`config.mk`:
```
export PLATFORM = sky130hd
export DESIGN_NAME = thermostat_vent_servo_slew
export DESIGN_NICKNAME = d
export VERILOG_FILES = /design/src/hdl/tvss_pkg.sv /design/src/hdl/tvss_regs.sv /design/src/hdl/thermostat_vent_servo_slew.sv
export SDC_FILE = /design/constraint.sdc
export NUM_CORES = 1
export LEC_CHECK = 0
export BUFFER_PORTS_ARGS = -buffer_cell sky130_fd_sc_hd__buf_2
export CAP_MARGIN = 20
export CORE_MARGIN = 4
export CORE_UTILIZATION = 45
export CTS_CLUSTER_SIZE = 40
export DETAILED_ROUTE_END_ITERATION = 10
export GPL_TIMING_DRIVEN = 0
export REMOVE_ABC_BUFFERS = 1
export SLEW_MARGIN = 40
export SYNTH_ARGS = -nofsm -noshare
export SYNTH_HDL_FRONTEND = slang
export SYNTH_SLANG_ARGS = --single-unit
export TNS_END_PERCENT = 10
```
`constraint.sdc`:
```
create_clock -name clk_i -period 7.8 [get_ports clk_i]
set_input_delay 1.56 -clock clk_i [delete_from_list [all_inputs] [get_ports clk_i]]
set_output_delay 1.56 -clock clk_i [all_outputs]
set_load 0.005 [all_outputs]
```
`src/hdl/tvss_pkg.sv`:
```
package tvss_pkg;

  localparam int unsigned PADDR_W = 5;
  localparam int unsigned PDATA_W = 32;

  localparam int unsigned VENT_MAX_LEVEL = 5;
  localparam int unsigned TENTHS_PER_LEVEL = 10;

  localparam logic signed [11:0] HEAT_ON_BELOW_RST = 12'sd50;
  localparam logic signed [11:0] HEAT_OFF_ABOVE_RST = 12'sd100;
  localparam logic signed [11:0] VENT_START_ABOVE_RST = 12'sd200;
  localparam logic [15:0] PULSE_BASE_RST = 16'd1000;
  localparam logic [13:0] PULSE_PER_LEVEL_RST = 14'd200;
  localparam logic [15:0] SLEW_STEP_RST = 16'd5;
  localparam logic [15:0] PULSE_RST = 16'd1000;

  typedef enum logic [2:0] {
    REG_HEAT_ON_BELOW    = 3'd0,
    REG_HEAT_OFF_ABOVE   = 3'd1,
    REG_VENT_START_ABOVE = 3'd2,
    REG_PULSE_BASE       = 3'd3,
    REG_PULSE_PER_LEVEL  = 3'd4,
    REG_SLEW_STEP        = 3'd5
  } reg_idx_e;

  typedef enum logic {
    ACT_SAMPLE = 1'b0,
    ACT_TICK   = 1'b1
  } action_e;

  typedef struct packed {
    logic signed [11:0] heat_on_below;
    logic signed [11:0] heat_off_above;
    logic signed [11:0] vent_start_above;
    logic [15:0]        pulse_base;
    logic [13:0]        pulse_per_level;
    logic [15:0]        slew_step;
  } cfg_t;

endpackage

```
`src/hdl/tvss_regs.sv`:
```
module tvss_regs (
  input  logic                            clk_i,
  input  logic                            rst_ni,
  input  logic                            psel,
  input  logic                            penable,
  input  logic                            pwrite,
  input  logic [tvss_pkg::PADDR_W-1:0]    paddr,
  input  logic [tvss_pkg::PDATA_W-1:0]    pwdata,
  output logic [tvss_pkg::PDATA_W-1:0]    prdata,
  output logic                            pready,
  output tvss_pkg::cfg_t                  cfg_o
);

  tvss_pkg::cfg_t     cfg_q;
  tvss_pkg::reg_idx_e idx;
  logic               wr_en;

  assign idx    = tvss_pkg::reg_idx_e'(paddr[4:2]);
  assign wr_en  = psel && penable && pwrite;
  assign pready = 1'b1;
  assign cfg_o  = cfg_q;

  always_ff @(posedge clk_i or negedge rst_ni) begin
    if (!rst_ni) begin
      cfg_q.heat_on_below    <= tvss_pkg::HEAT_ON_BELOW_RST;
      cfg_q.heat_off_above   <= tvss_pkg::HEAT_OFF_ABOVE_RST;
      cfg_q.vent_start_above <= tvss_pkg::VENT_START_ABOVE_RST;
      cfg_q.pulse_base       <= tvss_pkg::PULSE_BASE_RST;
      cfg_q.pulse_per_level  <= tvss_pkg::PULSE_PER_LEVEL_RST;
      cfg_q.slew_step        <= tvss_pkg::SLEW_STEP_RST;
    end else if (wr_en) begin
      unique case (idx)
        tvss_pkg::REG_HEAT_ON_BELOW:    cfg_q.heat_on_below    <= pwdata[11:0];
        tvss_pkg::REG_HEAT_OFF_ABOVE:   cfg_q.heat_off_above   <= pwdata[11:0];
        tvss_pkg::REG_VENT_START_ABOVE: cfg_q.vent_start_above <= pwdata[11:0];
        tvss_pkg::REG_PULSE_BASE:       cfg_q.pulse_base       <= pwdata[15:0];
        tvss_pkg::REG_PULSE_PER_LEVEL:  cfg_q.pulse_per_level  <= pwdata[13:0];
        tvss_pkg::REG_SLEW_STEP:        cfg_q.slew_step        <= pwdata[15:0];
        default: ;
      endcase
    end
  end

  always_comb begin
    unique case (idx)
      tvss_pkg::REG_HEAT_ON_BELOW:    prdata = {20'd0, cfg_q.heat_on_below};
      tvss_pkg::REG_HEAT_OFF_ABOVE:   prdata = {20'd0, cfg_q.heat_off_above};
      tvss_pkg::REG_VENT_START_ABOVE: prdata = {20'd0, cfg_q.vent_start_above};
      tvss_pkg::REG_PULSE_BASE:       prdata = {16'd0, cfg_q.pulse_base};
      tvss_pkg::REG_PULSE_PER_LEVEL:  prdata = {18'd0, cfg_q.pulse_per_level};
      tvss_pkg::REG_SLEW_STEP:        prdata = {16'd0, cfg_q.slew_step};
      default:                        prdata = '0;
    endcase
  end

endmodule

```
`src/hdl/thermostat_vent_servo_slew.sv`:
```
// Heater hysteresis, vent level and slew-limited servo pulse controller.
// The input channel (in_valid_i, in_stall_o) carries one transaction per item:
// action_i selects a temperature sample or a servo tick, and temperature_x10_i
// holds the sample in signed tenths of a degree.
// The output channel (out_valid_o, out_stall_i) returns one transaction per
// item with the heater flag, vent level, target pulse and actual pulse as they
// stand after that item.
// An accepted item lands in an input register, is processed against the
// controller state once the output register is free, and its result sits in
// the output register; one item is accepted every cycle unless stalled.
// When the receiver stalls, the result holds in the output register and the
// item behind it holds in the input register; in_stall_o rises only when both
// are occupied.
// The APB port writes and reads the six setting registers at byte addresses
// 0, 4, ..., 20 and must only be written while no transaction is in flight.
// Reset empties both registers, turns the heater off, sets the vent level to
// zero, sets both pulse widths to 1000 and loads the default settings.
module thermostat_vent_servo_slew (
  input  logic                           clk_i,
  input  logic                           rst_ni,
  input  logic                           psel,
  input  logic                           penable,
  input  logic                           pwrite,
  input  logic [tvss_pkg::PADDR_W-1:0]   paddr,
  input  logic [tvss_pkg::PDATA_W-1:0]   pwdata,
  output logic [tvss_pkg::PDATA_W-1:0]   prdata,
  output logic                           pready,
  input  logic                           in_valid_i,
  output logic                           in_stall_o,
  input  logic                           action_i,
  input  logic signed [15:0]             temperature_x10_i,
  output logic                           out_valid_o,
  input  logic                           out_stall_i,
  output logic                           heater_on_o,
  output logic [2:0]                     vent_level_o,
  output logic [15:0]                    target_pulse_o,
  output logic [15:0]                    actual_pulse_o
);

  tvss_pkg::cfg_t cfg;

  tvss_regs u_regs (
    .clk_i   (clk_i),
    .rst_ni  (rst_ni),
    .psel    (psel),
    .penable (penable),
    .pwrite  (pwrite),
    .paddr   (paddr),
    .pwdata  (pwdata),
    .prdata  (prdata),
    .pready  (pready),
    .cfg_o   (cfg)
  );

  logic                in_valid_q;
  tvss_pkg::action_e   in_action_q;
  logic signed [15:0]  in_temp_q;

  logic                heating_q, heating_d;
  logic [2:0]          level_q, level_d;
  logic [15:0]         target_q, target_d;
  logic [15:0]         drive_q, drive_d;

  logic                out_valid_q;
  logic                out_heater_q;
  logic [2:0]          out_level_q;
  logic [15:0]         out_target_q;
  logic [15:0]         out_actual_q;

  logic                advance;
  logic                fire;

  logic signed [15:0]  on_thr;
  logic signed [15:0]  off_thr;
  logic signed [16:0]  diff;
  logic [2:0]          level_new;
  logic [16:0]         prod;
  logic [17:0]         sum;
  logic [15:0]         target_new;
  logic [16:0]         up_sum;
  logic [15:0]         gap;

  assign advance    = !out_valid_q || !out_stall_i;
  assign fire       = in_valid_q && advance;
  assign in_stall_o = in_valid_q && !advance;

  always_ff @(posedge clk_i or negedge rst_ni) begin
    if (!rst_ni) begin
      in_valid_q <= 1'b0;
    end else if (!in_stall_o) begin
      in_valid_q <= in_valid_i;
    end
  end

  always_ff @(posedge clk_i) begin
    if (in_valid_i && !in_stall_o) begin
      in_action_q <= tvss_pkg::action_e'(action_i);
      in_temp_q   <= temperature_x10_i;
    end
  end

  always_comb begin
    on_thr  = 16'(cfg.heat_on_below);
    off_thr = 16'(cfg.heat_off_above);
    diff    = 17'(in_temp_q) - 17'(cfg.vent_start_above);

    level_new = '0;
    for (int unsigned k = 1; k <= tvss_pkg::VENT_MAX_LEVEL; k++) begin
      if (diff >= $signed(17'(k * tvss_pkg::TENTHS_PER_LEVEL))) begin
        level_new = 3'(k);
      end
    end

    prod       = {14'd0, level_new} * {3'd0, cfg.pulse_per_level};
    sum        = {2'd0, cfg.pulse_base} + {1'b0, prod};
    target_new = (sum[17:16] != 2'd0) ? 16'hFFFF : sum[15:0];

    up_sum = {1'b0, drive_q} + {1'b0, cfg.slew_step};
    gap    = drive_q - target_q;

    heating_d = heating_q;
    level_d   = level_q;
    target_d  = target_q;
    drive_d   = drive_q;

    case (in_action_q)
      tvss_pkg::ACT_SAMPLE: begin
        if (in_temp_q < on_thr && !heating_q) begin
          heating_d = 1'b1;
        end else if (in_temp_q > off_thr && heating_q) begin
          heating_d = 1'b0;
        end
        if (!heating_d) begin
          level_d  = level_new;
          target_d = target_new;
        end
      end
      default: begin
        if (drive_q < target_q) begin
          drive_d = (up_sum > {1'b0, target_q}) ? target_q : up_sum[15:0];
        end else if (drive_q > target_q) begin
          drive_d = (cfg.slew_step >= gap) ? target_q : drive_q - cfg.slew_step;
        end
      end
    endcase
  end

  always_ff @(posedge clk_i or negedge rst_ni) begin
    if (!rst_ni) begin
      heating_q <= 1'b0;
      level_q   <= '0;
      target_q  <= tvss_pkg::PULSE_RST;
      drive_q   <= tvss_pkg::PULSE_RST;
    end else if (fire) begin
      heating_q <= heating_d;
      level_q   <= level_d;
      target_q  <= target_d;
      drive_q   <= drive_d;
    end
  end

  always_ff @(posedge clk_i or negedge rst_ni) begin
    if (!rst_ni) begin
      out_valid_q <= 1'b0;
    end else if (advance) begin
      out_valid_q <= in_valid_q;
    end
  end

  always_ff @(posedge clk_i) begin
    if (fire) begin
      out_heater_q <= heating_d;
      out_level_q  <= level_d;
      out_target_q <= target_d;
      out_actual_q <= drive_d;
    end
  end

  assign out_valid_o    = out_valid_q;
  assign heater_on_o    = out_heater_q;
  assign vent_level_o   = out_level_q;
  assign target_pulse_o = out_target_q;
  assign actual_pulse_o = out_actual_q;

`ifndef SYNTH
  a_level_range: assert property (@(posedge clk_i) disable iff (!rst_ni)
    level_q <= 3'(tvss_pkg::VENT_MAX_LEVEL))
    else $error("Vent level exceeds its maximum.");

  a_heat_from_sample: assert property (@(posedge clk_i) disable iff (!rst_ni)
    $rose(heating_q) |-> $past(fire && in_action_q == tvss_pkg::ACT_SAMPLE))
    else $error("Heater turned on without a sample transaction.");

  a_drive_from_tick: assert property (@(posedge clk_i) disable iff (!rst_ni)
    !$stable(drive_q) |-> $past(fire && in_action_q == tvss_pkg::ACT_TICK))
    else $error("Actual pulse changed without a tick transaction.");

  a_target_from_sample: assert property (@(posedge clk_i) disable iff (!rst_ni)
    !$stable(target_q) |-> $past(fire && in_action_q == tvss_pkg::ACT_SAMPLE))
    else $error("Target pulse changed without a sample transaction.");
`endif

endmodule
```
==> Word level (Yosys, flattened, before mapping) <==
Index checks and enable logic that the tools add are counted.
{ "totals": {"ff_bits": 173, "latch_bits": 0, "ramBits": 0, "rom_bits": 0, "out_inout_bits": 71, "word_cells": 81, "memories": 0} }
{ "classes": {"addsub": 5, "n_mul": 1, "div_mod_pow": 0, "order_cmp": 11, "eq_ne": 5, "shifts": 0, "n_mux": 20, "n_bitwise": 0, "n_reduce_logical": 21} }
{ "ops": {"columns": ["cell", "n"], "rows": [
  ["$mux W16", 8],
  ["$pmux W16 S6", 1],
  ["$ge A17 B6 Y1 const B", 2],
  ["$ge A17 B7 Y1 const B", 2],
  ["$sub A16 B16 Y16", 2],
  ["$add A16 B17 Y18", 1],
  ["$mux W3", 6],
  ["$add A16 B16 Y17", 1],
  ["$ge A17 B5 Y1 const B", 1],
  ["$gt A17 B16 Y1", 1],
  ["$mul A3 B14 Y17", 1],
  ["$sub A16 B12 Y17", 1],
  ["$ge A16 B16 Y1", 1],
  ["$gt A16 B12 Y1", 1],
  ["$gt A16 B16 Y1", 1],
  ["$lt A16 B12 Y1", 1],
  ["$lt A16 B16 Y1", 1],
  ["$reduce_and A2 Y1", 6],
  ["$logic_and A1 B1 Y1", 7],
  ["$eq A3 B2 Y1 const B", 2],
  ["$eq A3 B3 Y1 const B", 2],
  ["$logic_not A1 Y1", 5],
  ["$mux W1", 5],
  ["$eq A3 B1 Y1 const B", 1],
  ["3 further kinds", 3]
]} }

==> Logic depth before layout (Yosys ltp) <==
{ "depth": {"depth_word": 13, "depth_mapped": 28, "depth_no_buf": 26} }

==> Hierarchy <==
Synthesis repeated with hierarchy kept, for this count alone.
{ "hier_totals": {"hier_cells": 1567, "area_unflattened_um2": 14838.0} }
{ "modules_own_cells": {"columns": ["module", "instances", "cells_each", "area_each_um2", "seq_area_each_um2"], "rows": [
  ["thermostat_vent_servo_slew", 1, 1273, 10894.2, 2557.5],
  ["tvss_regs", 1, 294, 3943.8, 2077.0]
]} }

==> Least setup slack after synthesis <==
Ideal clock, no wire load.
{ "synth_path": {"kind": "reg2reg", "from": "reg u_regs.cfg_q (netlist bit u_regs.cfg_o[46])", "to": "reg out_target_q[14], in the netlist target_pulse_o[14], data pin", "setup_time_ps": 260, "arrival_ps": 5997, "required_time_ps": 7540, "setup_slack_ps": 1543, "path_stages_with_launch": 28, "synth_period_minus_slack_ps": 6257, "path_cell_list": "dfrtp_1 > ha_1 > fa_1 > nor2b_1 > o21a_1 > o21ai_1 > a211oi_2 > o21ai_0 > a211o_1 > nor4_2 > a31oi_1 > clkbuf_1 > and2_1 > fa_1 > inv_1 > fa_1 > inv_1 > ha_1 > a21o_1 > a21o_1 > a21o_1 > a211oi_1 > nor3_1 > nor3_1 > a211o_1 > buf_2 > o311ai_1 > mux2_2"} }
{ "synth_between": {"elab_chain_cells": 13, "elab_cells_between_ends": 17} }
{ "synth_rtl": {"columns": ["element", "line_no", "text"], "rows": [
  ["start, declared", "tvss_regs.sv:14", "tvss_pkg::cfg_t cfg_q;"],
  ["$sub A16 B12 Y17 (*)", "thermostat_vent_servo_slew.sv:105", "diff = 17'(in_temp_q) - 17'(cfg.vent_start_above);"],
  ["$ge A17 B5 Y1", "thermostat_vent_servo_slew.sv:109", "if (diff >= $signed(17'(k * tvss_pkg::TENTHS_PER_LEVEL))) begin"],
  ["$mux W1", "thermostat_vent_servo_slew.sv:109", null],
  ["$mux W3 (3 in series)", "thermostat_vent_servo_slew.sv:109", null],
  ["$mux W3 (*)", "thermostat_vent_servo_slew.sv:109", null],
  ["$mul A3 B14 Y17 (*)", "thermostat_vent_servo_slew.sv:114", "prod = {14'd0, level_new} * {3'd0, cfg.pulse_per_level};"],
  ["$add A16 B17 Y18 (*)", "thermostat_vent_servo_slew.sv:115", "sum = {2'd0, cfg.pulse_base} + {1'b0, prod};"],
  ["$reduce_bool A2 Y1", "thermostat_vent_servo_slew.sv:116", "target_new = (sum[17:16] != 2'd0) ? 16'hFFFF : sum[15:0];"],
  ["$mux W16 (*)", "thermostat_vent_servo_slew.sv:116", null],
  ["$mux W16 (*)", "thermostat_vent_servo_slew.sv:133", "if (!heating_d) begin"],
  ["$mux W16 (*)", "thermostat_vent_servo_slew.sv:126", "case (in_action_q)"],
  ["via target_d[14]", "thermostat_vent_servo_slew.sv:61", "logic [15:0] target_q, target_d;"],
  ["end signal, assigned", "thermostat_vent_servo_slew.sv:174", "out_target_q <= target_d;"],
  ["end, declared", "thermostat_vent_servo_slew.sv:67", "logic [15:0] out_target_q;"]
]} }
Mark *: on every way through the listed nets, which the timed path passes. The rest lies on a longest branch.
A chain may end at the register's enable or synchronous reset.

==> Worst setup path after layout <==
{ "layout_path": {"from": "reg in_temp_q[0]", "to": "reg out_target_q[9], in the netlist target_pulse_o[9], data pin"} }
{ "layout_between": {"elab_chain_cells": 13, "elab_cells_between_ends": 24} }
{ "layout_rtl": {"columns": ["element", "line_no", "text"], "rows": [
  ["start, declared", "thermostat_vent_servo_slew.sv:57", "logic signed [15:0] in_temp_q;"],
  ["start signal, assigned", "thermostat_vent_servo_slew.sv:98", "in_temp_q <= temperature_x10_i;"],
  ["$sub A16 B12 Y17", "thermostat_vent_servo_slew.sv:105", null],
  ["$ge A17 B5 Y1", "thermostat_vent_servo_slew.sv:109", null],
  ["$mux W1", "thermostat_vent_servo_slew.sv:109", null],
  ["$mux W3 (4 in series)", "thermostat_vent_servo_slew.sv:109", null],
  ["$mul A3 B14 Y17", "thermostat_vent_servo_slew.sv:114", null],
  ["$add A16 B17 Y18", "thermostat_vent_servo_slew.sv:115", null],
  ["$reduce_bool A2 Y1", "thermostat_vent_servo_slew.sv:116", null],
  ["$mux W16", "thermostat_vent_servo_slew.sv:116", null],
  ["$mux W16 (*)", "thermostat_vent_servo_slew.sv:133", null],
  ["$mux W16 (*)", "thermostat_vent_servo_slew.sv:126", null],
  ["via target_d[9]", "thermostat_vent_servo_slew.sv:61", null]
]} }
Mark *: on every way through the listed nets, which the timed path passes. The rest lies on a longest branch. The select of a mux whose other input is x is not followed.

==> impl_metrics.csv <==
group,metric,value,unit
detailed_routing,wirelength,39000,µm
layout,synthToLayoutAreaGrowth,10.8,%
clock_network,htreeDepth,4,
grt,grt_pass1_vias,11616,
critical_path,endpoint_kind,"register",
synthesis,syn_area,14300,µm²
synthesis,netlist_top_cells_area,"dfrtp_1 15%, ha_1 13%, edfxtp_1 11%",
grt,grt.total_usage,0.224,
critical_path,rr_worst_depth,26,
synthesis,yosys.area.top_type,"dfrtp_1",
worst_hold_path,hold_path_depth,1,
timing,worst_pin_slew,0.848,ns
detailed_routing,drc_errors,0,
clock_network,clock_path_buffers,2,
timing,final.period_utilization,0.943,
clock_network,holdBufCountCts,0,
clock_network,root_buffer,"clkbuf_16",
clock_network,clkLatencyLatePin,0.46,ns
critical_path,path_delay_family,"compound AO/OA/AOI/OAI gates",
synthesis,synth_top_area_share,0.154,
clock_network,cts.clk_slew.worst_paths,0.07,ns
critical_path,worstPathRequired,8.00,ns
detailed_routing,vias,11558,
detailed_routing,ant_nets,0,
pwr,power_density,460,nW/µm²
synthesis,synth_flop_cell,"dfrtp_1",
synthesis,avgSynthCellArea,9.19,µm²
timing,rsz0062_at_grt,"no",
die,pin_count,132,
synthesis,synth.distinct_cells,86,
grt,grt.overflow.total,0,
critical_path,r2r_start,"in_temp_q[0]",
place,dp_hpwl,31300,µm
clock_network,cts_sinks,173,
layout,utilization,0.504,
die,start_util,0.455,
critical_path,criticalPathCategory,"reg2reg",
detailed_routing,routed_via_density,5.64,
critical_path,cp.arrival,7.55,ns
timing,fmax,136,MHz
layout,ff_latch_area,4630,µm²
timing,timing.hold.ws,0.510,ns
die,die_h,186,µm
critical_path,crit_start,"in_temp_q[0]",
outcome,outcome,"finished, final reports clean",
pwr,leakage,7.21,nW
timing,finalHoldViolations,0,
synthesis,seq_area_frac_synth,0.324,
layout,drive_gt1_frac,0.174,
place,io_buffers,96,
place,globalplace.congestion,0.910,
detailed_routing,drtIter0Drc,639,
place,pre_cts_slack,0.0720,ns
die,die_x,186,µm
grt,grt_max_degree,54,
die,die-area,34700,µm²
worst_hold_path,hold_class,"reg2reg",
clock_network,tritoncts,"yes",
synthesis,ys_seq_elements,173,
die,row_count,65,
critical_path,path_buf_inv,3,
grt,antenna_found_initial,2,
pwr,vdd_drop_max,0.000268,V
critical_path,max_stage_delay,0.54,ns
detailed_routing,drt_first_pass_iters,5,
critical_path,cp.depth,26,
timing,fin_ws,0.448,ns
critical_path,start_kind,"register",
worst_hold_path,hp-start,"level_q[2]",
layout,fin_nets,1869,
synthesis,ys_warn_count,0,
synthesis,ys_async_sr_fraction,0.694,
layout,multiInputGateArea,8900,µm²
run,maxCapViolCount,0,
critical_path,worstPathMaxFanout,16,
detailed_routing,detail_route.wl_per_cell,19.0,µm
synthesis,synthCells,1556,
grt,grt_pass1_wl,62400,µm
synthesis,synth_edf_count,53,
timing,setup_viol,0,
timing,skew,0.0152,ns
timing,fin_crit,7.35,ns
die,coreArea,31500,µm²
timing,slew-limit-headroom,0.432,
critical_path,crit_path_top_delay_cell,"o22ai_1",
timing,report.final.slew_viol_count,0,
layout,fill_cells,3003,
clock_network,numCtsBuffers,17,
power breakdown:
group	total (W)	switching [W]	internal, W	leakage (nW)
combinational	0.00487	0.00283	0.00204	5.05
sequential	0.00157	0.000257	0.00131	1.89
clock	0.000849	0.000391	0.000459	0.278
cell type report:
type / instances / area share
antenna: 1 / 0.000158
timing repair buffer: 109 / 0.0412
sequential: 173 / 0.292
inverter: 158 / 0.0374
clock buffer: 20 / 0.0288
tap: 402 / 0.0317
clock inverter: 12 / 0.00694
multi-input combinational: 1173 / 0.561
per-stage QoR:
stage | instances | power [W] | TNS (ns) | area, µm²
floorplan | 1504 | 0.00511 | 0 | 14000
global placement | 2002 | 0.00626 | -0.772 | 15000
detailed placement | 2015 | 0.00638 | 0 | 15300
CTS | 2047 | 0.00727 | 0 | 15800
global route | 2048 | 0.00797 | 0 | 15900
finish | 2048 | 0.00729 | 0 | 15900
cell families after synthesis:
| logic type | Yosys count | share of synthesized area |
|---|---|---|
| AO/OA/AOI/OAI | 394 | 0.182 |
| XOR/XNOR | 50 | 0.0306 |
| AND/OR/NAND/NOR | 431 | 0.147 |
| flip-flops | 173 | 0.324 |
| multiplexers | 105 | 0.0805 |
| adder cells (fa/ha/maj) | 176 | 0.170 |
| buffers and inverters | 225 | 0.0652 |
| other | 2 | 0.000525 |
worst reg2reg max path: cells and delay by family, from the launching register on:
family	cells	cell delay, ns
mux	1	0.33
compound gates	11	2.89
flops	1	0.41
buf+inv	3	0.19
simple gates	6	1.51
fa+ha+maj	5	1.75
flip-flops by register name (all words and copies together) (netlist names), 3 cells and up:
name	count
actual_pulse_o	16
u_regs.cfg_o	82
target_pulse_o	16
vent_level_o	3
level_q	3
target_q	16
in_temp_q	16
drive_q	16
what timing repair did:
item	in CTS	in global routing
setup buffers	0	0
setup endpoints to repair	0	30
gates resized for setup	0	2
path summary, 6_finish.rpt:
kind | slack [ns] | to
setup / recovery | 0.45 | target_pulse_o[9]
hold / removal | 0.51 | level_q[2]
setup reg to reg | 0.45 | target_pulse_o[9]
hold reg to reg | 0.51 | level_q[2]
max in group asynchronous | 5.99 | u_regs.cfg_o[39]
min in group asynchronous | 0.93 | drive_q[2]
placed cells by master, fill, tap and decap left out, types with 8 or more instances in the layout:
| cell | n |
|---|---|
| nor2b_1 | 14 |
| o21ai_1 | 10 |
| o21bai_1 | 8 |
| nor2_1 | 118 |
| o221ai_1 | 8 |
| dfstp_2 | 32 |
| mux2_2 | 75 |
| a21o_1 | 25 |
| and2_1 | 45 |
| a31oi_1 | 8 |
| xor2_1 | 23 |
| inv_1 | 155 |
| nand4_1 | 13 |
| or3_1 | 12 |
| conb_1 | 17 |
| a22oi_1 | 12 |
| ha_1 | 145 |
| o22ai_1 | 10 |
| o21ai_0 | 90 |
| nand2b_1 | 18 |
| o21a_1 | 12 |
| fa_1 | 31 |
| xnor2_1 | 27 |
| dfrtp_1 | 88 |
| nand3_1 | 29 |
| a221oi_1 | 14 |
| nor3_1 | 23 |
| buf_2 | 99 |
| a211o_1 | 10 |
| edfxtp_1 | 53 |
| a211oi_1 | 27 |
| nand2_1 | 113 |
| o211ai_1 | 8 |
| mux2i_1 | 27 |
| clkbuf_16 | 17 |
| and3_1 | 9 |
| a21oi_1 | 97 |
cell usage after synthesis (8+ instances only):
| master | number |
|---|---|
| o221ai_1 | 8 |
| a21oi_1 | 97 |
| o21a_1 | 12 |
| o21ai_1 | 11 |
| and2_1 | 47 |
| nand3_1 | 29 |
| or3_1 | 12 |
| nor2_1 | 120 |
| o21ai_0 | 90 |
| inv_1 | 155 |
| o21bai_1 | 8 |
| o211ai_1 | 8 |
| a31oi_1 | 10 |
| dfrtp_1 | 88 |
| dfstp_2 | 32 |
| a211oi_1 | 29 |
| nand2_1 | 114 |
| buf_4 | 18 |
| nand2b_1 | 19 |
| nor2b_1 | 16 |
| and3_1 | 9 |
| clkbuf_1 | 39 |
| o22ai_1 | 10 |
| mux2i_1 | 27 |
| edfxtp_1 | 53 |
| nor3_1 | 24 |
| nand4_1 | 13 |
| mux2_2 | 75 |
| a22oi_1 | 12 |
| a21o_1 | 25 |
| xnor2_1 | 27 |
| xor2_1 | 23 |
| a211o_1 | 11 |
| fa_1 | 31 |
| a221oi_1 | 14 |
| ha_1 | 145 |
routing by layer:
| metal | vias to the layer above | GRT usage | wire (µm) |
|---|---|---|---|
| met1 | 5549 | 0.289 | 17100 |
| met3 | 65 | 0.0368 | 1550 |
| met4 | 2 | 0.0700 | 1100 |
| li1 | 5665 | - | - |
| met5 | - | 0 | 19 |
| met2 | 277 | 0.389 | 19200 |
Power figures use the tool's default switching activity.
